===== src/hw/rtl/nnis_pkg.sv =====
// Shared constants and types of the nearest-neighbor image scaler.
`default_nettype none

package nnis_pkg;

  localparam int unsigned MAX_WIDTH  = 256;
  localparam int unsigned MAX_HEIGHT = 256;
  localparam int unsigned PIXEL_BITS = 16;

  localparam int unsigned DIM_W     = 9;
  localparam int unsigned CFG_IDX_W = 2;

  localparam int unsigned COL_W  = (MAX_WIDTH > 1) ? $clog2(MAX_WIDTH) : 1;
  localparam int unsigned ROW_W  = (MAX_HEIGHT > 1) ? $clog2(MAX_HEIGHT) : 1;
  localparam int unsigned ADDR_W = (MAX_WIDTH * MAX_HEIGHT > 1) ?
                                   $clog2(MAX_WIDTH * MAX_HEIGHT) : 1;
  localparam int unsigned CNT_W   = (COL_W > ROW_W) ? COL_W : ROW_W;
  localparam int unsigned DIV_N_W = CNT_W + DIM_W;

  localparam int unsigned FIFO_DEPTH = 4;
  localparam int unsigned FIFO_PTR_W = $clog2(FIFO_DEPTH);
  localparam int unsigned PIPE_SLOTS = FIFO_DEPTH + 4;

  typedef enum logic {
    CMD_LOAD = 1'b0,
    CMD_READ = 1'b1
  } cmd_e;

  typedef logic [DIM_W-1:0] dim_t;

  typedef struct packed {
    cmd_e                  cmd;
    logic [PIXEL_BITS-1:0] pixel;
  } entry_t;

  typedef struct packed {
    logic          wr;
    dim_t          src_w;
    dim_t          src_h;
    dim_t          dst_w;
    dim_t          dst_h;
    logic [ADDR_W:0] frame_size;
  } cfg_t;

endpackage

`default_nettype wire


===== src/hw/rtl/nnis_fifo.sv =====
// Short command queue between the front end and the back end of the scaler.
`default_nettype none

module nnis_fifo import nnis_pkg::*; (
  input  logic   clk_i,
  input  logic   rst_ni,
  input  logic   push_i,
  input  entry_t entry_i,
  output logic   full_o,
  input  logic   pop_i,
  output entry_t entry_o,
  output logic   empty_o
);

  entry_t                slots_q [FIFO_DEPTH];
  logic [FIFO_PTR_W-1:0] wr_ptr_q, rd_ptr_q;
  logic [FIFO_PTR_W:0]   count_q;

  assign full_o  = (count_q == (FIFO_PTR_W+1)'(FIFO_DEPTH));
  assign empty_o = (count_q == '0);
  assign entry_o = slots_q[rd_ptr_q];

  always_ff @(posedge clk_i or negedge rst_ni) begin
    if (!rst_ni) begin
      wr_ptr_q <= '0;
      rd_ptr_q <= '0;
      count_q  <= '0;
    end else begin
      if (push_i) begin
        wr_ptr_q <= (wr_ptr_q == FIFO_PTR_W'(FIFO_DEPTH - 1)) ? '0 : wr_ptr_q + 1'b1;
      end
      if (pop_i) begin
        rd_ptr_q <= (rd_ptr_q == FIFO_PTR_W'(FIFO_DEPTH - 1)) ? '0 : rd_ptr_q + 1'b1;
      end
      if (push_i && !pop_i) begin
        count_q <= count_q + 1'b1;
      end else if (pop_i && !push_i) begin
        count_q <= count_q - 1'b1;
      end
    end
  end

  always_ff @(posedge clk_i) begin
    if (push_i) begin
      slots_q[wr_ptr_q] <= entry_i;
    end
  end

endmodule

`default_nettype wire


===== config.mk =====
export PLATFORM = sky130hd
export DESIGN_NAME = nnis_fifo
export DESIGN_NICKNAME = d
export VERILOG_FILES = /design/src/hw/rtl/nnis_pkg.sv /design/src/hw/rtl/nnis_fifo.sv
export SDC_FILE = /design/constraint.sdc
export NUM_CORES = 1
export LEC_CHECK = 0
export ABC_CLOCK_PERIOD_IN_PS = 1950
export BUFFER_PORTS_ARGS = -buffer_cell sky130_fd_sc_hd__buf_2
export CAP_MARGIN = 20
export CORE_AREA = 4 4 83 142
export DETAILED_ROUTE_END_ITERATION = 6
export DIE_AREA = 0 0 87 146
export PLACE_DENSITY = 0.48
export SLEW_MARGIN = 20
export SYNTH_ARGS = -nofsm -noshare
export SYNTH_HDL_FRONTEND = slang
export SYNTH_SLANG_ARGS = --single-unit

===== constraint.sdc =====
create_clock -name clk_i -period 1.95 [get_ports clk_i]
set_input_delay 0.195 -clock clk_i [delete_from_list [all_inputs] [get_ports clk_i]]
set_output_delay 0.195 -clock clk_i [all_outputs]
set_load 0.05 [all_outputs]

## Yosys cells after proc, flatten, opt, wreduce, memory -nomap -nowiden

Memory sizes are Yosys's and may differ from the RTL's.
Index checks and enable logic that the tools add are counted.

- Memory bits (writable): 68
- Memories: 1
- Register bits after elaboration: 7
- Logic and storage cells: 23

Memories:

| memory | depth | width | rd ports | clocked after Yosys merged registers in | write ports | RTL line | source |
|---|---|---|---|---|---|---|---|
| slots_q | 4 | 17 | 1 | 0 | 1 | nnis_fifo.sv:15 | `entry_t slots_q [FIFO_DEPTH];` |

- Equality and inequality tests: 3
- Add/sub/neg operators: 4
- Mux-type cells: 6
- Reduce and logical (&&, ||, !) cells: 6

Operators with widths:

| operator | number |
|---|---|
| $mux 3 | 2 |
| $add 2x1->2 const B | 2 |
| $eq 2x2->1 const B | 2 |
| $mux 2 | 2 |
| $add 3x1->3 const B | 1 |
| $eq 3x3->1 const B | 1 |
| $logic_not 3->1 | 1 |
| $sub 3x1->3 const B | 1 |
| $logic_and 1x1->1 | 2 |
| $logic_not 1->1 | 2 |
| $mux 1 | 2 |
| $reduce_bool 2->1 | 1 |

## Depth between registers and ports, before layout

Gate-level depths: netlist of the first run.

- Depth in word-level cells: 4
- Mapped depth: 7

## Worst setup path before layout of the first run

OpenSTA, ideal clock, no wires.

- Kind: register to output
- Start: reg count_q[0]
- End: out full_o
- Setup slack: 0.156 ns
- Cell stages (with the launch flop): 2
- Arrival: 1.599 ns
- Cell sequence: dfrtp_1 -> nor3b_1

- Longest elaborated chain between the ends: 1

RTL lines:

| item | RTL line | source |
|---|---|---|
| from (decl) | nnis_fifo.sv:17 | `logic [FIFO_PTR_W:0] count_q;` |
| from (signal assigned) | nnis_fifo.sv:36 | `count_q <= count_q + 1'b1;` |
| from (signal assigned) | nnis_fifo.sv:38 | `count_q <= count_q - 1'b1;` |
| $eq 3x3->1 | nnis_fifo.sv:19 | `assign full_o = (count_q == (FIFO_PTR_W+1)'(FIFO_DEPTH));` |
| to (decl) | nnis_fifo.sv:9 | `output logic full_o,` |

No other way between the ends.

==> results.md, run 1 <==
- Per report_power, the clock group accounts for 27.2% of the total.
- The number of antenna violations at the first check in global routing is 0.
- The proportion of synthesized chip area in sequential cells is 76.2%.
- During synthesis, Yosys emitted a total of 0 warnings.
- The clock passes through at most 2 buffers.
- Data on the critical path is required at its endpoint by 1750 ps.
- The portion of the clock cycle consumed by the worst path in the final layout is 97.7%.
- The biggest area contributor in the post-synthesis netlist is sky130_fd_sc_hd__edfxtp_1.
- Fill cells in the final layout number 1,002.
- The die covers 0.0127 sq mm.
- The clock-pin slew reported for the worst setup and hold paths after clock tree synthesis is 50 ps.
- The cell area after layout is 0.00368 sq mm.
- The hold violation count in the final report was 0.
- Global routing consumed, over all layers together, 8.84% of the routing resources.
- The vias after detailed routing is 1,344.
- The commonest cells after synthesis are sky130_fd_sc_hd__edfxtp_1, sky130_fd_sc_hd__mux4_1, sky130_fd_sc_hd__mux4_2.
- The worst clock skew is 3.58 ps.
- TritonCTS built the clock tree.
- The cell depth of the worst flop-to-flop path is 4.
- The count of nets left with antenna violations once routing finished came out at 0.
- Synthesis instantiated 20 different standard cells from the library.
- The register bit total from synthesis is 75.
- The endpoint arrival time on the critical path is 1710 ps.
- The number of flops mapped to enable cells by yosys is 68.
- The slowest stage of the critical path is the sky130_fd_sc_hd__mux4_1 cell.
- The design internal power is 4.03 mW.
- Summed over all cells, the static leakage comes to 1.34 nW.
- The average detailed-routed wire length per instance is 16.2 um.
- The total power divided by cell area is 1670 mW/mm^2.
- Yosys attributes the largest share of cell area to sky130_fd_sc_hd__edfxtp_1, sky130_fd_sc_hd__mux4_1, sky130_fd_sc_hd__mux4_2.
- Counting every sink on the clock net gives 75.
- The final routed DRC violation total is 0.
- For this design the top-level I/O count stands at 40.
- The run finished with clean final reports.
- For this run the aggregate overflow at the end of global routing stands at 0.
- The worst hold path belongs to the class input pin to register.
- Based on the critical path, the design can be clocked at up to 0.525 GHz.
- The post-route netlist has 37.8% of its cells at a drive strength greater than 1.
- Of the total power, registers draw 36.0%.
- The critical path goes through buf_12 > mux4_1 > buf_4.
- The number of I/O port buffers is 39.
- The switching power as a share of total power is 34.1%.
- Setup violations remaining at the end of the flow were counted as 0.
- The initial standard-cell utilization of the core is 27.2%.
- The number of buffers and inverters on the critical path is 2.
- Relative to the synthesized area, the layout overhead comes to 26.3%.
- The number of H-tree levels is 3.
- The area of the multi-input gates is 637 sq um.
- The hold-critical path depth is 1.
- By startpoint and endpoint, the worst setup path is classified as register to output pin.
- The top-area cell type share of the netlist area is 70.2%.
- 0 antenna diodes ended up in the layout.
- Subtracting the final worst setup slack from the clock period gives 1910 ps.
- By instance count, the leading cell after synthesis is sky130_fd_sc_hd__edfxtp_1.
- The first-pass detailed-route iteration total is 4.
- The critical path depth is 3.
- The most frequently used flop master after synthesis is sky130_fd_sc_hd__edfxtp_1.
- The number of global-route vias before repair was 1,470.
- The width of the chip is 87 um.
- Along the worst path, the maximum fanout reaches 9.
- The maximum single-stage delay on the critical path is 550 ps.
- The height of the chip is 146 um.
- The kind of launch point of the worst setup path is a register.
- VDD sags by at most 0.662 mV.
- The cell count after synthesis is 126.
- The HPWL reported at the end of detailed placement is 3150 um.
- In this run, the number of DRC markers left after iteration 0 of detailed routing was 52.
- The number of pins exceeding their max-slew limit in the final report came to 0.
- The type of destination of the critical path is an output pin.
- The detailed-route wire length is 5090 um.
- The library cell used as clock root buffer is sky130_fd_sc_hd__clkbuf_16.
- The first global-routing pass estimated 8030 um of wire.
- The weighted congestion at the end of routability-driven global placement is 0.659.
- Among cell families on the critical path, the largest total delay comes from multiplexers.
- The portion of total power attributed to combinational logic is 36.8%.
- The slew at the pin closest to its max-slew limit is 291 ps.
- After detailed routing, the number of vias per cell comes to 4.27.
- Max-cap violations in this run came to 0.
- In this run the core area contains 50 standard-cell rows.
- The number of buffers inserted during clock tree synthesis is 9.
- Of all flip-flops after synthesis, the portion carrying an async set or reset was 9.33%.
- The worst relative slew slack is 80.6%.
- When the netlist entered floorplanning its net count stood at 154.
- The clock latency on the worst-skew pair is 320 ps.
- The floorplan step defined a core boundary enclosing 0.0107 sq mm.
- The register area is 0.00222 sq mm.
- The pin count of the biggest net entering global routing is 20.
- The mean area per synthesized cell is 23.1 sq um.
- Summing all placed instances gives a cell area of 0.00328 sq mm.
- The net load switching power is 2.09 mW.
- Summing every instance area after synthesis gives 0.00291 sq mm.
- The net count reported at finish is 209.
- The final hold slack is 85.8 ps.
- Setup repair after global routing could not meet its margin everywhere.
==> final timing paths <==
kind | startpoint | to | slack [ps]
worst max-delay path | rd_ptr_q[0] | entry_o[14] | 40
worst min-delay path | entry_i[5] | slots_q[1][5] | 90
worst max register to register | wr_ptr_q[0] | slots_q[2][13] | 560
worst min register to register | count_q[2] | count_q[2] | 490
max in group asynchronous | rst_ni | rd_ptr_q[0] | 1550
min in group asynchronous | rst_ni | rd_ptr_q[1] | 230
==> cell usage in the layout, fill, tap and decap left out, types with 2 or more instances in the layout <==
| cell type | count |
|---|---|
| sky130_fd_sc_hd__mux2_2 | 2 |
| sky130_fd_sc_hd__buf_4 | 14 |
| sky130_fd_sc_hd__and2_1 | 4 |
| sky130_fd_sc_hd__buf_6 | 4 |
| sky130_fd_sc_hd__bufinv_16 | 2 |
| sky130_fd_sc_hd__inv_1 | 4 |
| sky130_fd_sc_hd__nand2_1 | 2 |
| sky130_fd_sc_hd__dfrtp_1 | 6 |
| sky130_fd_sc_hd__nor3_1 | 2 |
| sky130_fd_sc_hd__mux4_2 | 8 |
| sky130_fd_sc_hd__nor2_1 | 2 |
| sky130_fd_sc_hd__xor2_1 | 2 |
| sky130_fd_sc_hd__buf_2 | 27 |
| sky130_fd_sc_hd__o21ai_0 | 2 |
| sky130_fd_sc_hd__edfxtp_1 | 68 |
| sky130_fd_sc_hd__ha_1 | 6 |
| sky130_fd_sc_hd__clkbuf_16 | 9 |
| sky130_fd_sc_hd__clkbuf_1 | 3 |
| sky130_fd_sc_hd__mux4_1 | 9 |
==> worst reg2reg max path, cell delays in order (launching register included) <==
cell and delay [ps]:
sky130_fd_sc_hd__dfrtp_1 410, sky130_fd_sc_hd__inv_1 120, sky130_fd_sc_hd__ha_1 140, sky130_fd_sc_hd__and2_1 110, sky130_fd_sc_hd__buf_4 280
==> area by class of cell <==
cell class	count	share of cell area, %
Tap cell	130	4.42
Sequential cell	75	60.3
Multi-Input combinational cell	43	17.3
Clock inverter	3	1.74
Inverter	4	0.408
Clock buffer	12	6.43
Timing Repair Buffer	48	9.33
==> per-stage QoR <==
| stage | instances | utilization (%) | setup slack [ps] | TNS (ps) | total power [mW] |
|---|---|---|---|---|---|
| CTS | 315 | 34.1 | 3.76 | 0 | 6.16 |
| global route | 315 | 34.4 | -2.79 | -2.79 | 6.43 |
| floorplan | 126 | - | 156 | 0 | 3.85 |
| global placement | 297 | 30.7 | 322 | 0 | 4.32 |
| finish | 315 | 34.4 | 44.3 | 0 | 6.12 |
| detailed placement | 297 | 30.7 | 325 | 0 | 4.32 |
==> flip-flops by register name, summed over array words and instances, names as in the netlist <==
signal	flops
count_q	3
rd_ptr_q	2
slots_q	68
wr_ptr_q	2
==> logic make-up after synthesis <==
| kind of cell | after synthesis | synth area share (%) |
|---|---|---|
| muxes | 19 | 15.1 |
| and+or+nand+nor | 11 | 1.98 |
| xor gates and xnor gates | 3 | 0.903 |
| adders and majority gates | 7 | 3.27 |
| DFF | 75 | 76.2 |
| buffers and inverters | 8 | 1.93 |
| AOI/OAI and AO/OA | 3 | 0.645 |
==> repair_timing <==
action,4_1_cts,5_1_grt
setup buffers,1,0
setup endpoints to repair,13,7
hold buffers,1,0
endpoints found under the hold margin,7,0
gates cloned,1,0
resized for setup,9,14
==> layer usage <==
layer / vias to the layer above / global-route usage, % / wire, um
li1: 629 / - / -
met1: 671 / 9.33 / 1870
met2: 34 / 14.6 / 2720
met3: 10 / 3.68 / 397
met4: 0 / 4.68 / 104
met5: - / 0 / 0
==> power groups by stage <==
stage | Combinational (mW) | Clock (mW) | Sequential (mW)
after floorplan | 1.65 | 0 | 2.20
after global placement | 2.09 | 0 | 2.22
after detailed placement | 2.10 | 0 | 2.23
after CTS | 2.23 | 1.72 | 2.21
after global routing | 2.40 | 1.79 | 2.24
final | 2.25 | 1.66 | 2.21
Note: power is estimated with default switching activity, not from simulation.
==> run 2, diff against run 1 <==
--- a/config.mk
+++ b/config.mk
@@ -12,6 +12,7 @@
 export DETAILED_ROUTE_END_ITERATION = 6
 export DIE_AREA = 0 0 87 146
 export PLACE_DENSITY = 0.48
+export SETUP_SLACK_MARGIN = 0.15
 export SLEW_MARGIN = 20
 export SYNTH_ARGS = -nofsm -noshare
 export SYNTH_HDL_FRONTEND = slang
==> results.md, run 2 (synthesis results as in run 1) <==
- The master of the slowest instance on the critical path is sky130_fd_sc_hd__mux4_2.
- The portion of the clock cycle consumed by the worst path in the final layout is 96.8% (-0.92 points).
- The die area is 0.0127 sq mm (unchanged).
- The aggregate global-route resource usage came to 8.92% (+0.081 points).
- The register area was 0.00222 sq mm (unchanged).
- The detailed-route wire length is 5200 um (+2.1%).
- The critical path goes through buf_12 > buf_16 > mux4_2 > buf_6.
- The number of global-route vias before repair is 1,492 (+1.5%).
- The weighted congestion at the end of routability-driven global placement is 0.659 (unchanged).
- The library cells used most frequently in the layout, excluding fill and tap cells, are sky130_fd_sc_hd__edfxtp_1, sky130_fd_sc_hd__buf_2, sky130_fd_sc_hd__mux4_2, sky130_fd_sc_hd__buf_6, sky130_fd_sc_hd__clkbuf_16.
- The number of buffers inserted during clock tree synthesis is 9 (unchanged).
- Setup repair after global routing could not meet its margin everywhere.
- The count of max-cap constraint violations is 0 (unchanged).
- The boundary pin count is 40 (unchanged).
- The clock net sink count is 75 (unchanged).
- The required time at the worst-slack endpoint was 1750 ps (about the same).
- The most common cell after layout, fill and taps aside is sky130_fd_sc_hd__edfxtp_1.
- The post-layout minimum cycle time is 1890 ps (-18.0 ps).
- The library cell used as clock root buffer is sky130_fd_sc_hd__clkbuf_16.
- TritonCTS built the clock tree.
- The highest ir drop seen on vdd was 0.688 mV (+4.0%).
- The ratio of routed vias to standard cells came to 4.28 (+0.24%).
- The area growth from synthesis to layout is 29.1%.
- The type of the worst setup path is register to output pin.
- The total core area came to 0.0107 sq mm (unchanged).
- The global routing usage on met2 was 14.7% (+0.076 points).
- The total power divided by cell area came to 1720 mW/mm^2 (+3.0%).
- The number of diodes is 0 (unchanged).
- The number of fillers in the final layout was 1,006 (+0.40%).
- The first-pass detailed-route iteration total is 4 (unchanged).
- The area of the multi-input gates came to 603 sq um (-5.3%).
- The total overflow reported by the global router is 0 (unchanged).
- The pin count of the biggest net entering global routing is 20 (unchanged).
- The type of destination of the critical path is an output pin.
- The slack of the critical path is 62.3 ps (+18.0 ps).
- The met1 capacity usage during global routing is 9.55% (+0.22 points).
- The run finished with clean final reports.
- The kind of launch point of the worst setup path is a register.
- The maximum achievable frequency came to 0.530 GHz (+0.95%).
- The clock latency on the worst-skew pair is 320 ps (about the same).
- The register bank with the most flops is slots_q.
- The slew at the pin closest to its max-slew limit is 282 ps (-8.23 ps).
- The maximum single-stage delay on the critical path was 530 ps (-20 ps).
- The worst clock skew is 3.95 ps (+0.378 ps).
- The first-pass GRT wire length is 8110 um (+1.0%).
- The final setup violation count came to 0 (unchanged).
- The number of I/O port buffers is 39 (unchanged).
- The average detailed-routed wire length per instance is 16.4 um (+1.2%).
- The worst hold path belongs to the class input pin to register.
- The leakage component of the power is 1.35 nW (+0.78%).
- The clock-pin slew reported for the worst setup and hold paths after clock tree synthesis is 50 ps (about the same).
- The proportion of layout cells with a drive suffix above 1 is 43.6% (+5.8 points).
- The largest registers in the layout are slots_q x68, count_q x3.
- The number of pins exceeding their max-slew limit in the final report came to 0 (unchanged).
- The met3 usage was 3.63% (-0.057 points).
- The worst setup timing slack at the placement stage is 325 ps (unchanged).
- The number of antenna violations at the first check in global routing is 0 (unchanged).
- The buffer depth of the longest clock path is 2 (unchanged).
- The endpoint arrival time on the critical path is 1690 ps (-20 ps).
- The number of nets with antenna violations after detailed routing was 0 (unchanged).
- The kind of cell adding the most delay to the critical path is multiplexers.
- The net count reported at finish came to 212 (+1.4%).
- The first-iteration detailed-routing DRC count came to 53 (+1.9%).
- The flip-flop count of the largest register, all copies and words added is 68 (unchanged).
- The maximum net fanout on the critical path was 8 (-1).
- The number of H-tree levels is 3 (unchanged).
- The initial standard-cell utilization of the core is 27.2% (unchanged).
- The number of buffers and inverters on the critical path was 3 (+1).
- The final routed DRC violation total came to 0 (unchanged).
- The height of the chip is 146 um (unchanged).
- The layer carrying the most global-route usage is met2.
- The width of the chip was 87 um (unchanged).
- The vias after detailed routing is 1,360 (+1.2%).
- The hold violation count in the final report was 0 (unchanged).
- The site row count came to 50 (unchanged).
- The setup TNS is 0 ps (unchanged).
- The HPWL reported at the end of detailed placement was 3150 um (unchanged).
- The worst relative slew slack is 81.2% (+0.55 points).
run 2: repair_timing:
action / CTS / global route
gates resized for setup: 41 / 5
hold endpoints to repair: 7 / 0
buffers inserted: 3 / 0
setup endpoints to repair: 17 / 17
hold buffers: 1 / 0
cloned: 2 / 0
run 2: per-layer routing:
metal	part of all wire, %	vias up
met1	38	686
met4	2.0	0
met5	0	-
met3	7.4	10
met2	53	36
li1	-	628
run 2: worst register-to-register path, stage by stage (launching register included):
cell and delay, ps:
sky130_fd_sc_hd__dfrtp_1 410, sky130_fd_sc_hd__inv_1 110, sky130_fd_sc_hd__ha_1 150, sky130_fd_sc_hd__and2_1 110, sky130_fd_sc_hd__buf_4 270
run 2: where the power goes:
group          switching [mW]  total (mW)  leakage [nW]  internal (mW)
logic                    1.50        2.58         0.502           1.09
registers               0.112        2.20         0.707           2.09
clock network           0.555        1.66         0.144           1.11
total                    2.16        6.45          1.35           4.28
run 2: layout make-up:
type                    instances  area share (%)
inverters                       4           0.399
clock buffers                  12            6.29
repair buffers                 51            12.2
flip-flops and latches         75            59.0
multi-input cells              43            16.0
well taps                     130            4.33
clock inverters                 3            1.70
run 2: per-stage QoR:
step           utilization [%]  power (mW)  hold WS, ps  instances  instance area (sq um)
2_1_floorplan                -        3.85         -101        126                   2910
3_3_place_gp              30.7        4.32         43.0        297                   3280
3_5_place_dp              30.7        4.32         42.3        297                   3280
4_1_cts                   35.3        6.55         71.1        318                   3780
5_1_grt                   35.1        6.77         74.1        318                   3760
6_report                  35.1        6.45         84.6        318                   3760
run 2: worst paths after layout:
| kind | endpoint | from | slack (ps) | cells past startpoint |
|---|---|---|---|---|
| setup / recovery | entry_o[15] | rd_ptr_q[0] | 60 | 4 |
| hold / removal | slots_q[1][5] | entry_i[5] | 80 | 1 |
| setup reg to reg | slots_q[2][13] | wr_ptr_q[0] | 570 | 4 |
| hold reg to reg | count_q[2] | count_q[2] | 490 | 1 |
| max in group asynchronous | rd_ptr_q[0] | rst_ni | 1550 | 2 |
| min in group asynchronous | count_q[2] | rst_ni | 230 | 2 |
==> run 3, diff against run 2 <==
--- a/config.mk
+++ b/config.mk
@@ -8,9 +8,10 @@
 export ABC_CLOCK_PERIOD_IN_PS = 1950
 export BUFFER_PORTS_ARGS = -buffer_cell sky130_fd_sc_hd__buf_2
 export CAP_MARGIN = 20
-export CORE_AREA = 4 4 83 142
+export CORE_AREA = 4 4 107 109
 export DETAILED_ROUTE_END_ITERATION = 6
-export DIE_AREA = 0 0 87 146
+export DIE_AREA = 0 0 111 113
+export GPL_TIMING_DRIVEN = 0
 export PLACE_DENSITY = 0.48
 export SETUP_SLACK_MARGIN = 0.15
 export SLEW_MARGIN = 20
==> results.md, run 3 (synthesis results as in run 1) <==
- The run finished with clean final reports.
- The register bank with the most flops is slots_q.
- The number of pins exceeding their max-slew limit in the final report is 0 (unchanged).
- The HPWL reported at the end of detailed placement was 3240 um (+2.8%).
- The aggregate global-route resource usage is 8.93% (about the same).
- The weighted congestion at the end of routability-driven global placement is 0.663 (+0.53%).
- The number of buffers inserted during clock tree synthesis is 9 (unchanged).
- The most common cell after layout, fill and taps aside is sky130_fd_sc_hd__edfxtp_1.
- The number of fillers in the final layout came to 1,007 (+0.099%).
- The width of the chip is 111 um (+28%).
- The total power divided by cell area was 1640 mW/mm^2 (-4.6%).
- The design internal power is 3.92 mW (-8.5%).
- The post-layout minimum cycle time is 1910 ps (+17.3 ps).
- The type of the worst setup path is register to output pin.
- The switching power as a share of total power was 35.2% (+1.7 points).
- The boundary pin count is 40 (unchanged).
- In this run the clock root is driven by a sky130_fd_sc_hd__clkbuf_8.
- The net count reported at finish is 210 (-0.94%).
- The site row count came to 38 (-24%).
- TritonCTS built the clock tree.
- The detailed-route wire length is 5160 um (-0.77%).
- The clock net sink count is 75 (unchanged).
- The leakage component of the power is 1.32 nW (-2.3%).
- The total overflow reported by the global router came to 0 (unchanged).
- The setup TNS is 0 ps (unchanged).
- The uppermost layer routed is met5.
- The area growth from synthesis to layout is 27.0%.
- The flip-flop count of the largest register, all copies and words added was 68 (unchanged).
- The portion of the clock cycle consumed by the worst path in the final layout came to 97.7% (+0.89 points).
- The total power of the final layout was 6.05 mW (-6.1%).
- The highest ir drop seen on vdd was 0.648 mV (-5.8%).
- The die area is 0.0125 sq mm (-1.3%).
- The sequential group share of total power is 36.3% (+2.2 points).
- The portion of total power attributed to the clock network was 20.2% (-5.6 points).
- The pin count of the biggest net entering global routing is 18 (-10%).
- The first-iteration detailed-routing DRC count was 26 (-51%).
- The first-pass GRT wire length is 8270 um (+2.0%).
- The number of global-route vias before repair is 1,509 (+1.1%).
- STA classifies the critical path startpoint as a register.
- The initial standard-cell utilization of the core is 27.4% (+0.24 points).
- The number of I/O port buffers was 39 (unchanged).
- The final setup violation count was 0 (unchanged).
- The type of destination of the critical path is an output pin.
- Setup repair after global routing could not meet its margin everywhere.
- The number of H-tree levels is 3 (unchanged).
- The met1 wire length is 2150 um (+8.7%).
- The height of the chip is 113 um (-23%).
- The number of nets with antenna violations after detailed routing is 0 (unchanged).
- The routed wire length on met2 is 2610 um (-4.5%).
- The slew at the pin closest to its max-slew limit came to 918 ps (+635 ps).
- The average detailed-routed wire length per instance is 15.8 um (-3.5%).
- The total core area is 0.0106 sq mm (-0.89%).
- The largest registers in the layout are slots_q x68, count_q x3.
- The count of max-cap constraint violations is 0 (unchanged).
- The number of antenna violations at the first check in global routing is 1 (+1).
- The clock-pin slew reported for the worst setup and hold paths after clock tree synthesis came to 70 ps (+20 ps).
- The maximum achievable frequency is 0.525 GHz (-0.91%).
- The maximum net fanout on the critical path was 8 (unchanged).
- The ratio of routed vias to standard cells is 4.19 (-2.0%).
- The endpoint arrival time on the critical path is 1710 ps (+20 ps).
- The net load switching power is 2.13 mW (-1.5%).
- The first-pass detailed-route iteration total is 4 (unchanged).
- The worst clock skew is 7.15 ps (+3.19 ps).
- The worst relative slew slack is 38.8% (-42 points).
- The clock latency on the worst-skew pair came to 330 ps (about the same).
- In the layout the commonest cells are sky130_fd_sc_hd__edfxtp_1, sky130_fd_sc_hd__buf_2, sky130_fd_sc_hd__mux4_2.
- The hold violation count in the final report came to 0 (unchanged).
- The final routed DRC violation total is 0 (unchanged).
- The worst min-delay path class is input pin to register.
- The proportion of layout cells with a drive suffix above 1 was 42.8% (-0.84 points).
- The portion of total power attributed to combinational logic came to 43.5% (+3.4 points).
- The met3 routed wirelength came to 357 um (-7.0%).
- The required time at the worst-slack endpoint is 1750 ps (about the same).
- The vias after detailed routing is 1,371 (+0.81%).
- The buffer depth of the longest clock path came to 2 (unchanged).
- The number of diodes is 0 (unchanged).
## run 3: cell types whose count changed in the layout (fill, tap and decap cells not counted), moves of 2 or more
cell,delta
sky130_fd_sc_hd__buf_8,+7
sky130_fd_sc_hd__and2_1,-3
sky130_fd_sc_hd__mux4_2,-3
sky130_fd_sc_hd__buf_16,-2
sky130_fd_sc_hd__buf_6,-6
sky130_fd_sc_hd__buf_4,-4
sky130_fd_sc_hd__clkbuf_8,+9
sky130_fd_sc_hd__clkinv_1,+2
sky130_fd_sc_hd__clkbuf_16,-8
sky130_fd_sc_hd__mux4_1,+3
sky130_fd_sc_hd__clkbuf_1,-2
sky130_fd_sc_hd__and2_2,+3
## run 3: stage by stage
step	instances	area (sq um)	hold WS (ps)	setup slack (ps)	util [%]
after detailed placement	305	3280	43.1	87.0	30.9
after CTS	324	3640	54.4	-32.1	34.4
after global placement	305	3280	42.5	91.4	30.9
final	327	3700	78.0	45.0	34.9
after floorplan	126	2910	-101	156	-
after global routing	327	3700	47.8	-36.1	34.9
## run 3: worst paths after layout
check                      slack [ps]         from             to  cells after the start
min in group asynchronous         220       rst_ni     count_q[2]                      2
max reg2reg                       280  wr_ptr_q[0]  slots_q[3][7]                      2
min                                80   entry_i[6]  slots_q[2][6]                      1
max in group asynchronous        1560       rst_ni    rd_ptr_q[1]                      2
min reg2reg                       490   count_q[2]     count_q[2]                      1
max                                40  rd_ptr_q[0]     entry_o[5]                      4
## run 3: what timing repair did
action                     CTS  global route
setup buffers                2             2
resized for setup           47             5
hold buffers                 1             0
setup endpoints to repair   55            17
gates cloned                 0             1
hold endpoints to repair     7             0
## run 3: area by class of cell
cell class                 count  area [sq um]  share of cell area (%)
clock inverter                 6          80.1                    2.17
inverter                       4          15.0                   0.406
multi-input combinational     43           618                    16.7
timing repair buffer          45           410                    11.1
buffer                         4          53.8                    1.46
tap                          140           175                    4.74
clock buffer                  10           128                    3.45
sequential                    75          2220                    60.0
## run 3: routing by layer
| layer | track usage [%] | vias up |
|---|---|---|
| met5 | 0 | - |
| met4 | 3.20 | 2 |
| met3 | 4.71 | 4 |
| met2 | 14.5 | 33 |
| met1 | 10.1 | 711 |
| li1 | - | 621 |
## run 3: power by group through the flow
stage | Sequential (mW) | Clock [mW] | Combinational [mW]
after global placement | 2.22 | 0 | 2.11
after detailed placement | 2.23 | 0 | 2.11
after CTS | 2.20 | 1.27 | 2.55
after global routing | 2.23 | 1.36 | 2.80
after floorplan | 2.20 | 0 | 1.65
final | 2.20 | 1.22 | 2.63
## run 3: worst max-delay path: stages, from the launching register on
cell and delay, ps:
sky130_fd_sc_hd__dfrtp_1 380, sky130_fd_sc_hd__buf_8 160, sky130_fd_sc_hd__clkbuf_16 160, sky130_fd_sc_hd__mux4_2 500
sky130_fd_sc_hd__buf_6 170
