--- config.mk ---
export PLATFORM = sky130hd
export DESIGN_NAME = nnis_front
export DESIGN_NICKNAME = d
export VERILOG_FILES = /design/src/hw/rtl/nnis_pkg.sv /design/src/hw/rtl/nnis_front.sv
export SDC_FILE = /design/constraint.sdc
export NUM_CORES = 1
export LEC_CHECK = 0
export BUFFER_PORTS_ARGS = -buffer_cell sky130_fd_sc_hd__buf_2
export CAP_MARGIN = 20
export CORE_MARGIN = 2
export CORE_UTILIZATION = 50
export DETAILED_ROUTE_END_ITERATION = 8
export GPL_TIMING_DRIVEN = 0
export PLACE_DENSITY = 0.76
export SYNTH_ARGS = -nofsm -noshare
export SYNTH_HDL_FRONTEND = slang
export SYNTH_SLANG_ARGS = --single-unit
--- constraint.sdc ---
create_clock -name clk_i -period 9.9 [get_ports clk_i]
set_input_delay 1.98 -clock clk_i [delete_from_list [all_inputs] [get_ports clk_i]]
set_output_delay 1.98 -clock clk_i [all_outputs]
set_load 0.005 [all_outputs]
--- src/hw/rtl/nnis_pkg.sv ---
// Shared constants and types of the nearest-neighbor image scaler.
`default_nettype none

package nnis_pkg;

  localparam int unsigned MAX_WIDTH  = 256;
  localparam int unsigned MAX_HEIGHT = 256;
  localparam int unsigned PIXEL_BITS = 16;

  localparam int unsigned DIM_W     = 9;
  localparam int unsigned CFG_IDX_W = 2;

  localparam int unsigned COL_W  = (MAX_WIDTH > 1) ? $clog2(MAX_WIDTH) : 1;
  localparam int unsigned ROW_W  = (MAX_HEIGHT > 1) ? $clog2(MAX_HEIGHT) : 1;
  localparam int unsigned ADDR_W = (MAX_WIDTH * MAX_HEIGHT > 1) ?
                                   $clog2(MAX_WIDTH * MAX_HEIGHT) : 1;
  localparam int unsigned CNT_W   = (COL_W > ROW_W) ? COL_W : ROW_W;
  localparam int unsigned DIV_N_W = CNT_W + DIM_W;

  localparam int unsigned FIFO_DEPTH = 4;
  localparam int unsigned FIFO_PTR_W = $clog2(FIFO_DEPTH);
  localparam int unsigned PIPE_SLOTS = FIFO_DEPTH + 4;

  typedef enum logic {
    CMD_LOAD = 1'b0,
    CMD_READ = 1'b1
  } cmd_e;

  typedef logic [DIM_W-1:0] dim_t;

  typedef struct packed {
    cmd_e                  cmd;
    logic [PIXEL_BITS-1:0] pixel;
  } entry_t;

  typedef struct packed {
    logic          wr;
    dim_t          src_w;
    dim_t          src_h;
    dim_t          dst_w;
    dim_t          dst_h;
    logic [ADDR_W:0] frame_size;
  } cfg_t;

endpackage

`default_nettype wire

--- src/hw/rtl/nnis_front.sv ---
// Front end of the scaler: item intake, command classification and configuration registers.
`default_nettype none

module nnis_front import nnis_pkg::*; (
  input  logic                  clk_i,
  input  logic                  rst_ni,
  input  logic                  in_valid_i,
  output logic                  in_stall_o,
  input  logic                  cmd_i,
  input  logic [PIXEL_BITS-1:0] pixel_in_i,
  input  logic                  cfg_we_i,
  input  logic [CFG_IDX_W-1:0]  cfg_index_i,
  input  dim_t                  cfg_data_i,
  output logic                  push_o,
  output entry_t                entry_o,
  input  logic                  full_i,
  output cfg_t                  cfg_o
);

  typedef enum logic [CFG_IDX_W-1:0] {
    REG_SRC_WIDTH  = 2'd0,
    REG_SRC_HEIGHT = 2'd1,
    REG_DST_WIDTH  = 2'd2,
    REG_DST_HEIGHT = 2'd3
  } reg_idx_e;

  localparam dim_t MAX_W_DIM = DIM_W'(MAX_WIDTH);
  localparam dim_t MAX_H_DIM = DIM_W'(MAX_HEIGHT);
  localparam dim_t RESET_DIM = DIM_W'(256);

  function automatic dim_t clamp_dim(dim_t v, dim_t maxv);
    dim_t r;
    if (v == '0) begin
      r = dim_t'(1);
    end else if (v > maxv) begin
      r = maxv;
    end else begin
      r = v;
    end
    return r;
  endfunction

  entry_t          entry_q;
  logic            entry_valid_q, entry_valid_d;
  dim_t            src_w_q, src_h_q, dst_w_q, dst_h_q;
  logic [ADDR_W:0] frame_size_q, frame_size_d;
  dim_t            sw_c, sh_c, dw_c, dh_c;
  logic [2*DIM_W-1:0] size_prod;
  logic            accept;

  always_comb begin
    sw_c = clamp_dim(src_w_q, MAX_W_DIM);
    sh_c = clamp_dim(src_h_q, MAX_H_DIM);
    dw_c = clamp_dim(dst_w_q, MAX_W_DIM);
    dh_c = clamp_dim(dst_h_q, MAX_H_DIM);
    size_prod    = (2*DIM_W)'(sw_c) * (2*DIM_W)'(sh_c);
    frame_size_d = size_prod[ADDR_W:0];
  end

  assign in_stall_o = entry_valid_q && full_i;
  assign accept     = in_valid_i && !in_stall_o;
  assign push_o     = entry_valid_q && !full_i;
  assign entry_o    = entry_q;

  always_comb begin
    entry_valid_d = entry_valid_q;
    if (accept) begin
      entry_valid_d = 1'b1;
    end else if (push_o) begin
      entry_valid_d = 1'b0;
    end
  end

  always_ff @(posedge clk_i or negedge rst_ni) begin
    if (!rst_ni) begin
      entry_valid_q <= 1'b0;
      src_w_q       <= RESET_DIM;
      src_h_q       <= RESET_DIM;
      dst_w_q       <= RESET_DIM;
      dst_h_q       <= RESET_DIM;
      frame_size_q  <= (ADDR_W+1)'(MAX_WIDTH * MAX_HEIGHT);
    end else begin
      entry_valid_q <= entry_valid_d;
      frame_size_q  <= frame_size_d;
      if (cfg_we_i) begin
        unique case (reg_idx_e'(cfg_index_i))
          REG_SRC_WIDTH:  src_w_q <= cfg_data_i;
          REG_SRC_HEIGHT: src_h_q <= cfg_data_i;
          REG_DST_WIDTH:  dst_w_q <= cfg_data_i;
          REG_DST_HEIGHT: dst_h_q <= cfg_data_i;
        endcase
      end
    end
  end

  always_ff @(posedge clk_i) begin
    if (accept) begin
      entry_q.cmd   <= cmd_e'(cmd_i);
      entry_q.pixel <= pixel_in_i;
    end
  end

  always_comb begin
    cfg_o.wr         = cfg_we_i;
    cfg_o.src_w      = sw_c;
    cfg_o.src_h      = sh_c;
    cfg_o.dst_w      = dw_c;
    cfg_o.dst_h      = dh_c;
    cfg_o.frame_size = frame_size_q;
  end

endmodule

`default_nettype wire

* Yosys cells after proc, flatten, opt, wreduce, memory -nomap -nowiden *
Index checks and enable logic that the tools add are counted.

cells by class
  equality and inequality tests = 3
  $mul = 1
  reduce and logical (&&, ||, !) cells = 15
  $lt $le $gt $ge = 4
  mux-type cells = 10

operators by type and width
  kind                                            number
  2-to-1 mux 9 bit                                8
  > comparator 9 bit (second input constant)      4
  zero test 9 bit                                 4
  multiplier 9 x 9 -> 17 bit                      1
  AND reduction 2 bit                             4
  == test 2 bit (second input constant)           2
  logical AND 1 bit                               3
  == test 2 x 1 -> 1 bit (second input constant)  1
  zero test 1 bit                                 2
  zero test 2 bit                                 1
  2-to-1 mux 1 bit                                2
  nonzero test 2 bit                              1

word-level totals
  output and inout bits = 73
  register bits after elaboration = 71
  bits of input ports = 33
  logic and storage cells = 41

* Logic depth before layout (Yosys ltp) *
Gate-level depths: netlist of the first run.

  depth after elaboration = 4
  gate-level depth with buffers = 21
  depth with buffers taken out = 20

* Worst setup path after synthesis of the first run *
No wires, ideal clock.

  path type = register to register
  start point = register src_w_q[7]
  end point = register frame_size_q[14]
  stages on the path, launching flop included = 20
  path slack = 5.111 ns
  buffers on the path = 1
  required time = 9.796 ns
  setup time = 0.104 ns
  data arrival time = 4.685 ns
  clock period less this slack = 4.789 ns
  cell sequence = dfrtp_1 nor4_1 a21oi_1 or2_1 clkbuf_1 inv_2 nand2_1 fa_1 fa_1 inv_1 fa_1 inv_1 fa_1 inv_1 ha_1 a21o_1 a31o_1 o21ai_2 or4b_1 o311ai_1

RTL lines
  element                 line              RTL
  from (decl)             nnis_front.sv:45  dim_t src_w_q, src_h_q, dst_w_q, dst_h_q;
  from (signal assigned)  nnis_front.sv:87  REG_SRC_WIDTH: src_w_q <= cfg_data_i;
  to (signal assigned)    nnis_front.sv:81  frame_size_q <= (ADDR_W+1)'(MAX_WIDTH * MAX_HEIGHT);
  to (signal assigned)    nnis_front.sv:84  frame_size_q <= frame_size_d;
  to (decl)               nnis_front.sv:46  logic [ADDR_W:0] frame_size_q, frame_size_d;

* Final worst setup path of the first run *
  start point = register src_h_q[8]
  end point = register frame_size_q[14]

between the ends
  longest elaborated chain between the ends = 4
  elaborated cells on any way between the ends = 5
  classes of those cells = 1 x mul; 1 x order compare; 2 x mux; 1 x reduce/logical

ends and longest elaborated chain
  element                       line              RTL
  from (decl)                   nnis_front.sv:45
  from (signal assigned)        nnis_front.sv:88  REG_SRC_HEIGHT: src_h_q <= cfg_data_i;
  > comparator 9 bit            nnis_front.sv:35  end else if (v > maxv) begin
  2-to-1 mux 9 bit              nnis_front.sv:35
  2-to-1 mux 9 bit *            nnis_front.sv:33  if (v == '0) begin
  multiplier 9 x 9 -> 17 bit *  nnis_front.sv:56  size_prod = (2*DIM_W)'(sw_c) * (2*DIM_W)'(sh_c);
  net size_prod[14]             nnis_front.sv:48  logic [2*DIM_W-1:0] size_prod;

Mark *: on every way through the listed nets, which the timed path passes. The rest lies on a longest branch.
A chain may end at the register's enable or synchronous reset.

==> flow_summary.html, run 1 <==
<table>
<tr><th>Metric</th><th>Value</th></tr>
<tr><th colspan="2">Outcome</th></tr>
<tr><td>Run status</td><td>complete, no violations</td></tr>
<tr><th colspan="2">Synthesis</th></tr>
<tr><td>Cells after Synth</td><td>492</td></tr>
<tr><td>Synth Register Bits</td><td>71</td></tr>
<tr><td>Fraction of registers with async set/reset</td><td>between 70% and 80%</td></tr>
<tr><td>Post-synth top flop</td><td>sky130_fd_sc_hd__dfrtp_1</td></tr>
<tr><td>Count of flip-flops with a built-in enable after synthesis</td><td>17</td></tr>
<tr><td>Sequential element share of the synthesized area</td><td>36.1%</td></tr>
<tr><td>Most instantiated library cell after synthesis</td><td>sky130_fd_sc_hd__inv_1</td></tr>
<tr><td>Post-synthesis cell type with the largest combined area</td><td>sky130_fd_sc_hd__dfrtp_1</td></tr>
<tr><td>Most numerous cell types in the synthesized netlist</td><td>sky130_fd_sc_hd__inv_1, sky130_fd_sc_hd__dfrtp_1, sky130_fd_sc_hd__fa_1</td></tr>
<tr><td>Syn Nets</td><td>610</td></tr>
<tr><td>Synthesized area per cell</td><td>~11 um2</td></tr>
<tr><td>Leading cell types by total area after synthesis</td><td>sky130_fd_sc_hd__dfrtp_1, sky130_fd_sc_hd__fa_1, sky130_fd_sc_hd__edfxtp_1</td></tr>
<tr><td>Area of the mapped netlist</td><td>5170 um2</td></tr>
<tr><td>Synth top area share</td><td>23.7%</td></tr>
<tr><td>Synthesis Warnings</td><td>0</td></tr>
<tr><td>Unique cell type count in the Yosys netlist</td><td>44</td></tr>
<tr><th colspan="2">Setup path</th></tr>
<tr><td>WP data arrival</td><td>5.47 ns</td></tr>
<tr><td>Kind of launch point of the worst setup path</td><td>register</td></tr>
<tr><td>Worst-case register-to-register setup slack</td><td>4.67 ns</td></tr>
<tr><td>CP Buf/Inv Count</td><td>4</td></tr>
<tr><td>Max stage delay cell, worst path</td><td>sky130_fd_sc_hd__dfstp_2</td></tr>
<tr><td>WP data required</td><td>roughly 10 ns</td></tr>
<tr><td>Critical path fanouts, max</td><td>10</td></tr>
<tr><td>Cell mode on critical path</td><td>sky130_fd_sc_hd__fa_1</td></tr>
<tr><td>Element type at the critical path end</td><td>register</td></tr>
<tr><td>Cell count of the worst reg-to-reg path</td><td>15</td></tr>
<tr><td>Cells along the critical path</td><td>clkbuf_1 -&gt; clkbuf_1 -&gt; and2_1 -&gt; fa_1 -&gt; fa_1 -&gt; fa_1 -&gt; inv_1 -&gt; fa_1 -&gt; inv_1 -&gt; ha_1 -&gt; a21o_1 -&gt; a31o_1 -&gt; o21ai_2 -&gt; or4b_1 -&gt; o311ai_1</td></tr>
<tr><td>Delay contributed by the slowest stage of the critical path</td><td>about 0.54 ns</td></tr>
<tr><td>Destination of the worst register-to-register timing path</td><td>frame_size_q[14]$_DFF_PN0_</td></tr>
<tr><td>Crit Path Category</td><td>reg2reg</td></tr>
<tr><td>Startpoint of the most critical register-to-register path</td><td>src_h_q[8]$_DFFE_PN1P_</td></tr>
<tr><td>Worst path top cell family by delay</td><td>adder cells</td></tr>
<tr><th colspan="2">Place</th></tr>
<tr><td>Final weighted congestion in routability-driven placement</td><td>slightly above 0.9</td></tr>
<tr><td>Port bufs</td><td>105</td></tr>
<tr><td>Estimated wirelength of the detail-placed design</td><td>8660 um</td></tr>
<tr><td>Number of placed cells counting well taps</td><td>735</td></tr>
<tr><th colspan="2">STA</th></tr>
<tr><td>Fmax</td><td>between 0.15 and 0.2 GHz</td></tr>
<tr><td>Number of pins exceeding their max-slew limit in the final report</td><td>0</td></tr>
<tr><td>Worst slack on hold paths</td><td>0.495 ns</td></tr>
<tr><td>Worst-case clock skew</td><td>between 0.015 and 0.02 ns</td></tr>
<tr><td>Final Critical Period</td><td>5.23 ns</td></tr>
<tr><td>Rel. slew slack</td><td>64.7%</td></tr>
<tr><td>Number of setup violations in the final report</td><td>0</td></tr>
<tr><td>Actual slew at the worst max-slew pin</td><td>0.528 ns</td></tr>
<tr><td>Ratio of final minimum period to clock period</td><td>roughly 53%</td></tr>
<tr><td>Hold Fails Final Rpt</td><td>0</td></tr>
<tr><td>Setup repair after global routing missed its margin</td><td>no</td></tr>
<tr><td>Final-layout setup total negative slack</td><td>0 ns</td></tr>
<tr><th colspan="2">Clock tree</th></tr>
<tr><td>Root buffer cell</td><td>sky130_fd_sc_hd__clkbuf_8</td></tr>
<tr><td>Clk pin slew, worst setup/hold paths</td><td>0.08 ns</td></tr>
<tr><td>Number of buffers created by CTS</td><td>9</td></tr>
<tr><td>Sink count of the clock tree</td><td>71</td></tr>
<tr><td>TritonCTS clock tree</td><td>yes</td></tr>
<tr><td>Post-CTS Hold Buffers</td><td>0</td></tr>
<tr><td>Post-CTS setup buffers</td><td>0</td></tr>
<tr><td>Buffer levels on the longest clock path</td><td>2</td></tr>
<tr><td>Insertion delay of the later-clocked pin in the worst-skew pair</td><td>0.35 ns</td></tr>
<tr><td>CTS H-Tree Depth</td><td>3</td></tr>
<tr><td>Number of gates resized after CTS</td><td>0</td></tr>
<tr><th colspan="2">Power</th></tr>
<tr><td>Total chip power</td><td>1.24 mW</td></tr>
<tr><td>Ratio of total power to cell area</td><td>between 200 and 250 nW/um2</td></tr>
<tr><td>Largest vdd supply drop</td><td>120 uV</td></tr>
<tr><td>Leakage power</td><td>~3.1 nW</td></tr>
<tr><th colspan="2">Finish</th></tr>
<tr><td>Fin nets</td><td>about 730</td></tr>
<tr><td>Fraction of final layout cells with drive strength greater than 1</td><td>25.9%</td></tr>
<tr><td>Antenna diodes</td><td>0</td></tr>
<tr><td>Synthesis-to-layout area growth</td><td>18.1%</td></tr>
<tr><td>Fin util</td><td>60.0%</td></tr>
<tr><td>Final cell count without fillers</td><td>751</td></tr>
<tr><th colspan="2">Drt</th></tr>
<tr><td>Initial DRC Count</td><td>168</td></tr>
<tr><td>Drt wl/cell</td><td>14.3 um</td></tr>
<tr><td>Vias per inst</td><td>5.06</td></tr>
<tr><td>DRC errors left</td><td>0</td></tr>
<tr><td>Via total after detailed routing</td><td>approximately 3800</td></tr>
<tr><td>Number of nets still failing antenna checks after routing</td><td>0</td></tr>
<tr><td>Total length of routed wires</td><td>10700 um</td></tr>
<tr><td>Router iterations before antenna repair</td><td>4</td></tr>
<tr><th colspan="2">Floorplanning</th></tr>
<tr><td>Die width</td><td>106 um</td></tr>
<tr><td>Placeable core region</td><td>10200 um2</td></tr>
<tr><td>Count of standard-cell rows</td><td>37</td></tr>
<tr><td>Initial standard-cell utilization of the core</td><td>50.8%</td></tr>
<tr><td>Die span in y</td><td>106 um</td></tr>
<tr><td># IOs</td><td>106</td></tr>
<tr><td>Die Footprint</td><td>11200 um2</td></tr>
<tr><th colspan="2">Global routing</th></tr>
<tr><td>Largest net degree at the start of global routing</td><td>42</td></tr>
<tr><td>Global-route wire length before repair</td><td>17900 um</td></tr>
<tr><td>GRT Overall Usage</td><td>20.2%</td></tr>
<tr><td>Antenna violations before repair</td><td>0</td></tr>
<tr><td>Grt ovf</td><td>0</td></tr>
<tr><td>Number of global-route vias before repair</td><td>around 3800</td></tr>
<tr><th colspan="2">Hold path</th></tr>
<tr><td>Beginning of the worst hold path</td><td>src_w_q[0]$_DFFE_PN0P_</td></tr>
<tr><td>Number of cells on the worst hold path</td><td>1</td></tr>
<tr><td>Worst hold path type</td><td>reg2reg</td></tr>
<tr><td>Hold Path End</td><td>src_w_q[0]$_DFFE_PN0P_</td></tr>
<tr><th colspan="2">Flow run</th></tr>
<tr><td>Max-cap violations</td><td>0</td></tr>
</table>
## sequential cells by signal, summed over array words and instances, names as in the netlist
| register | count |
|---|---|
| dst_w_q | 9 |
| src_w_q | 9 |
| entry_o | 17 |
| entry_valid_q | 1 |
| src_h_q | 9 |
| frame_size_q | 17 |
| dst_h_q | 9 |
## power by group
group	total (mW)	internal [mW]	switching [mW]
sequential	0.395	0.366	0.0290
combinational	0.578	0.243	0.335
clock	0.262	0.143	0.119
total	1.24	0.752	0.483
## through the flow
step	worst slack, ns	cell area (um2)
final	4.67	6110
after floorplan	5.11	5170
after CTS	4.66	6110
after detailed placement	4.67	5890
after global routing	4.42	6110
after global placement	4.74	5870
## routing by layer
| layer | part of all wire (%) | GRT usage (%) |
|---|---|---|
| met5 | 0 | 0 |
| met3 | 5.6 | 3.90 |
| met4 | 2.0 | 6.20 |
| met2 | 50 | 34.5 |
| met1 | 43 | 26.1 |
## kinds of logic (layout without fill, tap and decap cells)
kind of cell | count (synthesis) | after routing | synth area share (%)
and+or+nand+nor | 145 | 145 | 13.8
buffers and inverters | 107 | 230 | 7.86
adders and majority gates | 85 | 85 | 27.7
DFF | 71 | 71 | 36.1
muxes | 36 | 36 | 7.84
AOI/OAI and AO/OA | 35 | 35 | 4.50
xor gates and xnor gates | 13 | 13 | 2.20
## worst reg2reg max path, stage by stage (launching register included)
cell and delay, ns:
sky130_fd_sc_hd__dfstp_2 0.54, sky130_fd_sc_hd__clkbuf_1 0.33, sky130_fd_sc_hd__clkbuf_1 0.41, sky130_fd_sc_hd__and2_1 0.23
sky130_fd_sc_hd__fa_1 0.42, sky130_fd_sc_hd__fa_1 0.54, sky130_fd_sc_hd__fa_1 0.54, sky130_fd_sc_hd__inv_1 0.05
sky130_fd_sc_hd__fa_1 0.52, sky130_fd_sc_hd__inv_1 0.04, sky130_fd_sc_hd__ha_1 0.36, sky130_fd_sc_hd__a21o_1 0.21
sky130_fd_sc_hd__a31o_1 0.24, sky130_fd_sc_hd__o21ai_2 0.14, sky130_fd_sc_hd__or4b_1 0.45, sky130_fd_sc_hd__o311ai_1 0.10
## cell usage in the layout, fill, tap and decap left out, types with 4 or more instances in the layout
cell type and count:
sky130_fd_sc_hd__nor2_1 35, sky130_fd_sc_hd__fa_1 49, sky130_fd_sc_hd__nor3_1 8, sky130_fd_sc_hd__ha_1 36
sky130_fd_sc_hd__xnor2_1 10, sky130_fd_sc_hd__dfrtp_1 49, sky130_fd_sc_hd__clkbuf_8 9, sky130_fd_sc_hd__edfxtp_1 17
sky130_fd_sc_hd__nand2_1 42, sky130_fd_sc_hd__and2_1 13, sky130_fd_sc_hd__clkbuf_1 15, sky130_fd_sc_hd__a21oi_1 12
sky130_fd_sc_hd__mux2_2 16, sky130_fd_sc_hd__inv_1 79, sky130_fd_sc_hd__nand2b_1 13, sky130_fd_sc_hd__nor2b_1 18
sky130_fd_sc_hd__buf_2 106, sky130_fd_sc_hd__mux2_1 20, sky130_fd_sc_hd__dfstp_2 5, sky130_fd_sc_hd__inv_2 13
sky130_fd_sc_hd__nor4_1 4
## area by class of cell
class | instances | area [um2]
inverter | 92 | 345
tap | 136 | 170
fill | 876 | 4080
multi-input combinational | 314 | 2900
buffer | 15 | 61.3
sequential | 71 | 1870
clock buffer | 11 | 131
clock inverter | 5 | 81.3
timing repair buffer | 107 | 553
## worst max path at each step
stage	to	cells after the start	startpoint
floorplan	frame_size_q[14]$_DFF_PN0_	19	src_w_q[7]$_DFFE_PN0P_
global placement	frame_size_q[14]$_DFF_PN0_	15	src_h_q[8]$_DFFE_PN1P_
detailed placement	frame_size_q[14]$_DFF_PN0_	15	src_h_q[8]$_DFFE_PN1P_
CTS	frame_size_q[14]$_DFF_PN0_	19	src_w_q[7]$_DFFE_PN0P_
global route	frame_size_q[14]$_DFF_PN0_	15	src_h_q[8]$_DFFE_PN1P_
finish	frame_size_q[14]$_DFF_PN0_	15	src_h_q[8]$_DFFE_PN1P_
Power figures use the tool's default switching activity.
==> run 2, diff against run 1 <==
--- a/config.mk
+++ b/config.mk
@@ -11,7 +11,7 @@
 export CORE_UTILIZATION = 50
 export DETAILED_ROUTE_END_ITERATION = 8
 export GPL_TIMING_DRIVEN = 0
-export PLACE_DENSITY = 0.76
+export PLACE_DENSITY = 0.79
 export SYNTH_ARGS = -nofsm -noshare
 export SYNTH_HDL_FRONTEND = slang
 export SYNTH_SLANG_ARGS = --single-unit
==> constraint.sdc (replaced) <==
create_clock -name clk_i -period 4.7 [get_ports clk_i]
set_input_delay 0.94 -clock clk_i [delete_from_list [all_inputs] [get_ports clk_i]]
set_output_delay 0.94 -clock clk_i [all_outputs]
set_load 0.005 [all_outputs]
==> run 2 against run 1 <==
  * Critical endpoint unchanged
  * Register-to-register slack worse by 4.7 ns
  * The run now ends with negative setup slack left
  * Non-clock buffer count up 17
  * Via count rose by 5.1%
  * Routed wire length is 11% higher
  * Sequential power grew 120%
  * Die area unchanged
==> flow_summary.html, run 2 (synthesized netlist as in run 1, its figures left out) <==
<table>
<tr><th>Metric</th><th>Value</th></tr>
<tr><th colspan="2">Setup path</th></tr>
<tr><td>Delay contributed by the slowest stage of the critical path</td><td>0.52 ns (-0.02 ns)</td></tr>
<tr><td>Critical path fanouts, max</td><td>3 (-7)</td></tr>
<tr><td>WP data required</td><td>4.95 ns (-5.19 ns)</td></tr>
<tr><td>Critical Path Stages</td><td>18 (+3)</td></tr>
<tr><td>Cell count of the worst reg-to-reg path</td><td>18 (+3)</td></tr>
<tr><td>Kind of launch point of the worst setup path</td><td>register</td></tr>
<tr><td>Worst-case register-to-register setup slack</td><td>-0.05 ns (-4.72 ns)</td></tr>
<tr><td>Destination of the worst register-to-register timing path</td><td>frame_size_q[14]$_DFF_PN0_</td></tr>
<tr><td>WP data arrival</td><td>4.99 ns (-0.48 ns)</td></tr>
<tr><td>Element type at the critical path end</td><td>register</td></tr>
<tr><td>Max stage delay cell, worst path</td><td>sky130_fd_sc_hd__fa_1</td></tr>
<tr><td>Crit Path Category</td><td>reg2reg</td></tr>
<tr><td>Startpoint of the most critical register-to-register path</td><td>src_w_q[7]$_DFFE_PN0P_</td></tr>
<tr><td>CP Buf/Inv Count</td><td>4 (unchanged)</td></tr>
<tr><td>Worst path top cell family by delay</td><td>adder cells</td></tr>
<tr><td>Cells along the critical path</td><td>nor4_2 -&gt; a21oi_1 -&gt; or2_4 -&gt; inv_2 -&gt; nand2_2 -&gt; fa_1 -&gt; fa_1 -&gt; inv_2 -&gt; fa_1 -&gt; inv_1 -&gt; fa_2 -&gt; inv_2 -&gt; ha_4 -&gt; a21o_1 -&gt; a31o_1 -&gt; o21ai_2 -&gt; or4b_4 -&gt; o311ai_4</td></tr>
<tr><th colspan="2">STA</th></tr>
<tr><td>Setup repair after global routing missed its margin</td><td>yes</td></tr>
<tr><td>Ratio of final minimum period to clock period</td><td>101% (+48 points)</td></tr>
<tr><td>Rel. slew slack</td><td>69.7% (+5.1 points)</td></tr>
<tr><td>Final worst slack</td><td>-0.0481 ns (-4.72 ns)</td></tr>
<tr><td>Fmax</td><td>0.211 GHz (+10%)</td></tr>
<tr><td>Number of pins exceeding their max-slew limit in the final report</td><td>0 (unchanged)</td></tr>
<tr><td>Final-layout setup total negative slack</td><td>-0.0481 ns (-0.0481 ns)</td></tr>
<tr><td>Actual slew at the worst max-slew pin</td><td>0.452 ns (-0.0758 ns)</td></tr>
<tr><td>Hold Fails Final Rpt</td><td>0 (unchanged)</td></tr>
<tr><td>Worst-case clock skew</td><td>0.0109 ns (-0.00598 ns)</td></tr>
<tr><td>Number of setup violations in the final report</td><td>1 (+1)</td></tr>
<tr><td>Final Critical Period</td><td>4.75 ns (-0.479 ns)</td></tr>
<tr><th colspan="2">Place</th></tr>
<tr><td>Estimated wirelength of the detail-placed design</td><td>8670 um (+0.12%)</td></tr>
<tr><td>Port bufs</td><td>105 (unchanged)</td></tr>
<tr><td>Number of placed cells counting well taps</td><td>735 (unchanged)</td></tr>
<tr><td>Final weighted congestion in routability-driven placement</td><td>0.891 (-3.6%)</td></tr>
<tr><td>Setup slack after placement</td><td>-0.423 ns (-5.09 ns)</td></tr>
<tr><td>Placement-stage cell area</td><td>5910 um2 (+0.23%)</td></tr>
<tr><th colspan="2">Clock tree</th></tr>
<tr><td>Root buffer cell</td><td>sky130_fd_sc_hd__clkbuf_8</td></tr>
<tr><td>Clk pin slew, worst setup/hold paths</td><td>0.07 ns (about the same)</td></tr>
<tr><td>CTS H-Tree Depth</td><td>3 (unchanged)</td></tr>
<tr><td>Insertion delay of the later-clocked pin in the worst-skew pair</td><td>0.35 ns (about the same)</td></tr>
<tr><td>TritonCTS clock tree</td><td>yes</td></tr>
<tr><td>Sink count of the clock tree</td><td>71 (unchanged)</td></tr>
<tr><td>Number of buffers created by CTS</td><td>9 (unchanged)</td></tr>
<tr><td>Buffer levels on the longest clock path</td><td>2 (unchanged)</td></tr>
<tr><th colspan="2">Flow run</th></tr>
<tr><td>Max-cap violations</td><td>0 (unchanged)</td></tr>
<tr><th colspan="2">Hold path</th></tr>
<tr><td>Worst hold path type</td><td>in2async</td></tr>
<tr><th colspan="2">Floorplanning</th></tr>
<tr><td>Die width</td><td>106 um (unchanged)</td></tr>
<tr><td>Die span in y</td><td>106 um (unchanged)</td></tr>
<tr><td>Count of standard-cell rows</td><td>37 (unchanged)</td></tr>
<tr><td>Placeable core region</td><td>10200 um2 (unchanged)</td></tr>
<tr><td>Initial standard-cell utilization of the core</td><td>50.8% (unchanged)</td></tr>
<tr><td>Die Footprint</td><td>11200 um2 (unchanged)</td></tr>
<tr><td># IOs</td><td>106 (unchanged)</td></tr>
<tr><th colspan="2">Drt</th></tr>
<tr><td>DRC errors left</td><td>0 (unchanged)</td></tr>
<tr><td>Drt wl/cell</td><td>15.5 um (+8.1%)</td></tr>
<tr><td>Vias per inst</td><td>5.20 (+2.8%)</td></tr>
<tr><td>Initial DRC Count</td><td>143 (-15%)</td></tr>
<tr><td>Via total after detailed routing</td><td>3991 (+5.1%)</td></tr>
<tr><td>Router iterations before antenna repair</td><td>4 (unchanged)</td></tr>
<tr><td>Total length of routed wires</td><td>11900 um (+11%)</td></tr>
<tr><td>Number of nets still failing antenna checks after routing</td><td>0 (unchanged)</td></tr>
<tr><th colspan="2">Finish</th></tr>
<tr><td>Number of fillers in the final layout</td><td>779 (-11%)</td></tr>
<tr><td>Final Cell Area</td><td>6540 um2 (+7.1%)</td></tr>
<tr><td>Synthesis-to-layout area growth</td><td>26.4%</td></tr>
<tr><td>Multi-input combinational cell area</td><td>3150 um2 (+8.9%)</td></tr>
<tr><td>Final cell count without fillers</td><td>768 (+2.3%)</td></tr>
<tr><td>Most common cell after layout, fill and taps aside</td><td>sky130_fd_sc_hd__buf_2</td></tr>
<tr><td>Most frequent cells in the layout</td><td>sky130_fd_sc_hd__buf_2, sky130_fd_sc_hd__inv_1, sky130_fd_sc_hd__dfrtp_1, sky130_fd_sc_hd__fa_1, sky130_fd_sc_hd__nand2_1</td></tr>
<tr><td>Antenna diodes</td><td>0 (unchanged)</td></tr>
<tr><td>Fraction of final layout cells with drive strength greater than 1</td><td>36.7% (+11 points)</td></tr>
<tr><td>Fin nets</td><td>745 (+2.3%)</td></tr>
<tr><td>Storage cell area</td><td>1870 um2 (about the same)</td></tr>
<tr><th colspan="2">Power</th></tr>
<tr><td>Ratio of total power to cell area</td><td>445 nW/um2 (+120%)</td></tr>
<tr><td>Largest vdd supply drop</td><td>237 uV (+97%)</td></tr>
<tr><td>Total chip power</td><td>2.91 mW (+140%)</td></tr>
<tr><td>Leakage power</td><td>3.33 nW (+5.7%)</td></tr>
<tr><th colspan="2">Global routing</th></tr>
<tr><td>Global-route wire length before repair</td><td>19800 um (+11%)</td></tr>
<tr><td>GRT Overall Usage</td><td>22.9% (+2.7 points)</td></tr>
<tr><td>Antenna violations before repair</td><td>0 (unchanged)</td></tr>
<tr><td>Largest net degree at the start of global routing</td><td>43 (+2.4%)</td></tr>
<tr><td>Grt ovf</td><td>0 (unchanged)</td></tr>
<tr><td>Number of global-route vias before repair</td><td>4166 (+9.0%)</td></tr>
<tr><th colspan="2">Outcome</th></tr>
<tr><td>Violations in the final reports</td><td>negative setup slack</td></tr>
<tr><td>Run status</td><td>finished with violations</td></tr>
</table>
==> run 2: changes by cell type in the layout (fill, tap and decap cells not counted), moves of 7 or more <==
cell / delta
sky130_fd_sc_hd__inv_2: +7
sky130_fd_sc_hd__clkbuf_1: -8
sky130_fd_sc_hd__nand2b_1: -12
sky130_fd_sc_hd__ha_1: -8
sky130_fd_sc_hd__buf_4: +16
sky130_fd_sc_hd__nand2b_4: +9
sky130_fd_sc_hd__inv_1: -7
==> run 2: repair_timing <==
item                                    CTS  global route
setup buffers                            13             5
pin swaps                                21            24
gates resized for setup                  44            30
endpoints found under the setup margin    6             7
gates cloned                              1             0
endpoints found under the hold margin     0             0
hold buffers                              0             0
==> run 2: power by group <==
part / leakage (nW) / internal, mW / switching [mW]
logic: 2.40 / 0.675 / 0.818
clock network: 0.117 / 0.330 / 0.236
registers: 0.805 / 0.773 / 0.0780
total: 3.33 / 1.78 / 1.13
==> run 2: area by class of cell <==
| type | instances | area share (%) |
|---|---|---|
| Multi-Input combinational cell | 314 | 48.2 |
| Sequential cell | 71 | 28.6 |
| Timing Repair Buffer | 126 | 10.7 |
| Inverter | 92 | 5.28 |
| Tap cell | 136 | 2.60 |
| Clock buffer | 12 | 2.37 |
| Clock inverter | 4 | 1.19 |
| Buffer | 13 | 1.09 |
==> run 2: metal layers <==
layer | wire [um] | GRT usage (%)
met1 | 4630 | 27.2
met2 | 6140 | 40.1
met3 | 770 | 4.64
met4 | 331 | 9.77
met5 | 0 | 0
==> run 2: worst max path at each step <==
stage	startpoint	endpoint	slack, ns
after detailed placement	src_h_q[8]$_DFFE_PN1P_	frame_size_q[14]$_DFF_PN0_	-0.42
after floorplan	src_h_q[8]$_DFFE_PN1P_	frame_size_q[14]$_DFF_PN0_	0.005
after global placement	src_h_q[8]$_DFFE_PN1P_	frame_size_q[14]$_DFF_PN0_	-0.39
after global routing	src_h_q[1]$_DFFE_PN0P_	frame_size_q[14]$_DFF_PN0_	-0.20
after CTS	src_h_q[1]$_DFFE_PN0P_	frame_size_q[14]$_DFF_PN0_	-0.006
final	src_w_q[7]$_DFFE_PN0P_	frame_size_q[14]$_DFF_PN0_	-0.05
==> run 2: worst reg2reg max path, stage by stage (launching register included) <==
cell and delay, ns:
sky130_fd_sc_hd__dfrtp_1 0.41, sky130_fd_sc_hd__nor4_2 0.30, sky130_fd_sc_hd__a21oi_1 0.11, sky130_fd_sc_hd__or2_4 0.26
sky130_fd_sc_hd__inv_2 0.07, sky130_fd_sc_hd__nand2_2 0.05, sky130_fd_sc_hd__fa_1 0.45, sky130_fd_sc_hd__fa_1 0.51
sky130_fd_sc_hd__inv_2 0.05, sky130_fd_sc_hd__fa_1 0.52, sky130_fd_sc_hd__inv_1 0.05, sky130_fd_sc_hd__fa_2 0.52
sky130_fd_sc_hd__inv_2 0.04, sky130_fd_sc_hd__ha_4 0.15, sky130_fd_sc_hd__a21o_1 0.19, sky130_fd_sc_hd__a31o_1 0.24
sky130_fd_sc_hd__o21ai_2 0.13, sky130_fd_sc_hd__or4b_4 0.49, sky130_fd_sc_hd__o311ai_4 0.10
==> run 2: through the flow <==
step | util (%) | hold WS [ns]
after floorplan | - | 0.459
after global placement | 57.7 | 0.481
after detailed placement | 58.0 | 0.491
after CTS | 62.9 | 0.470
after global routing | 64.2 | 0.485
final | 64.2 | 0.476
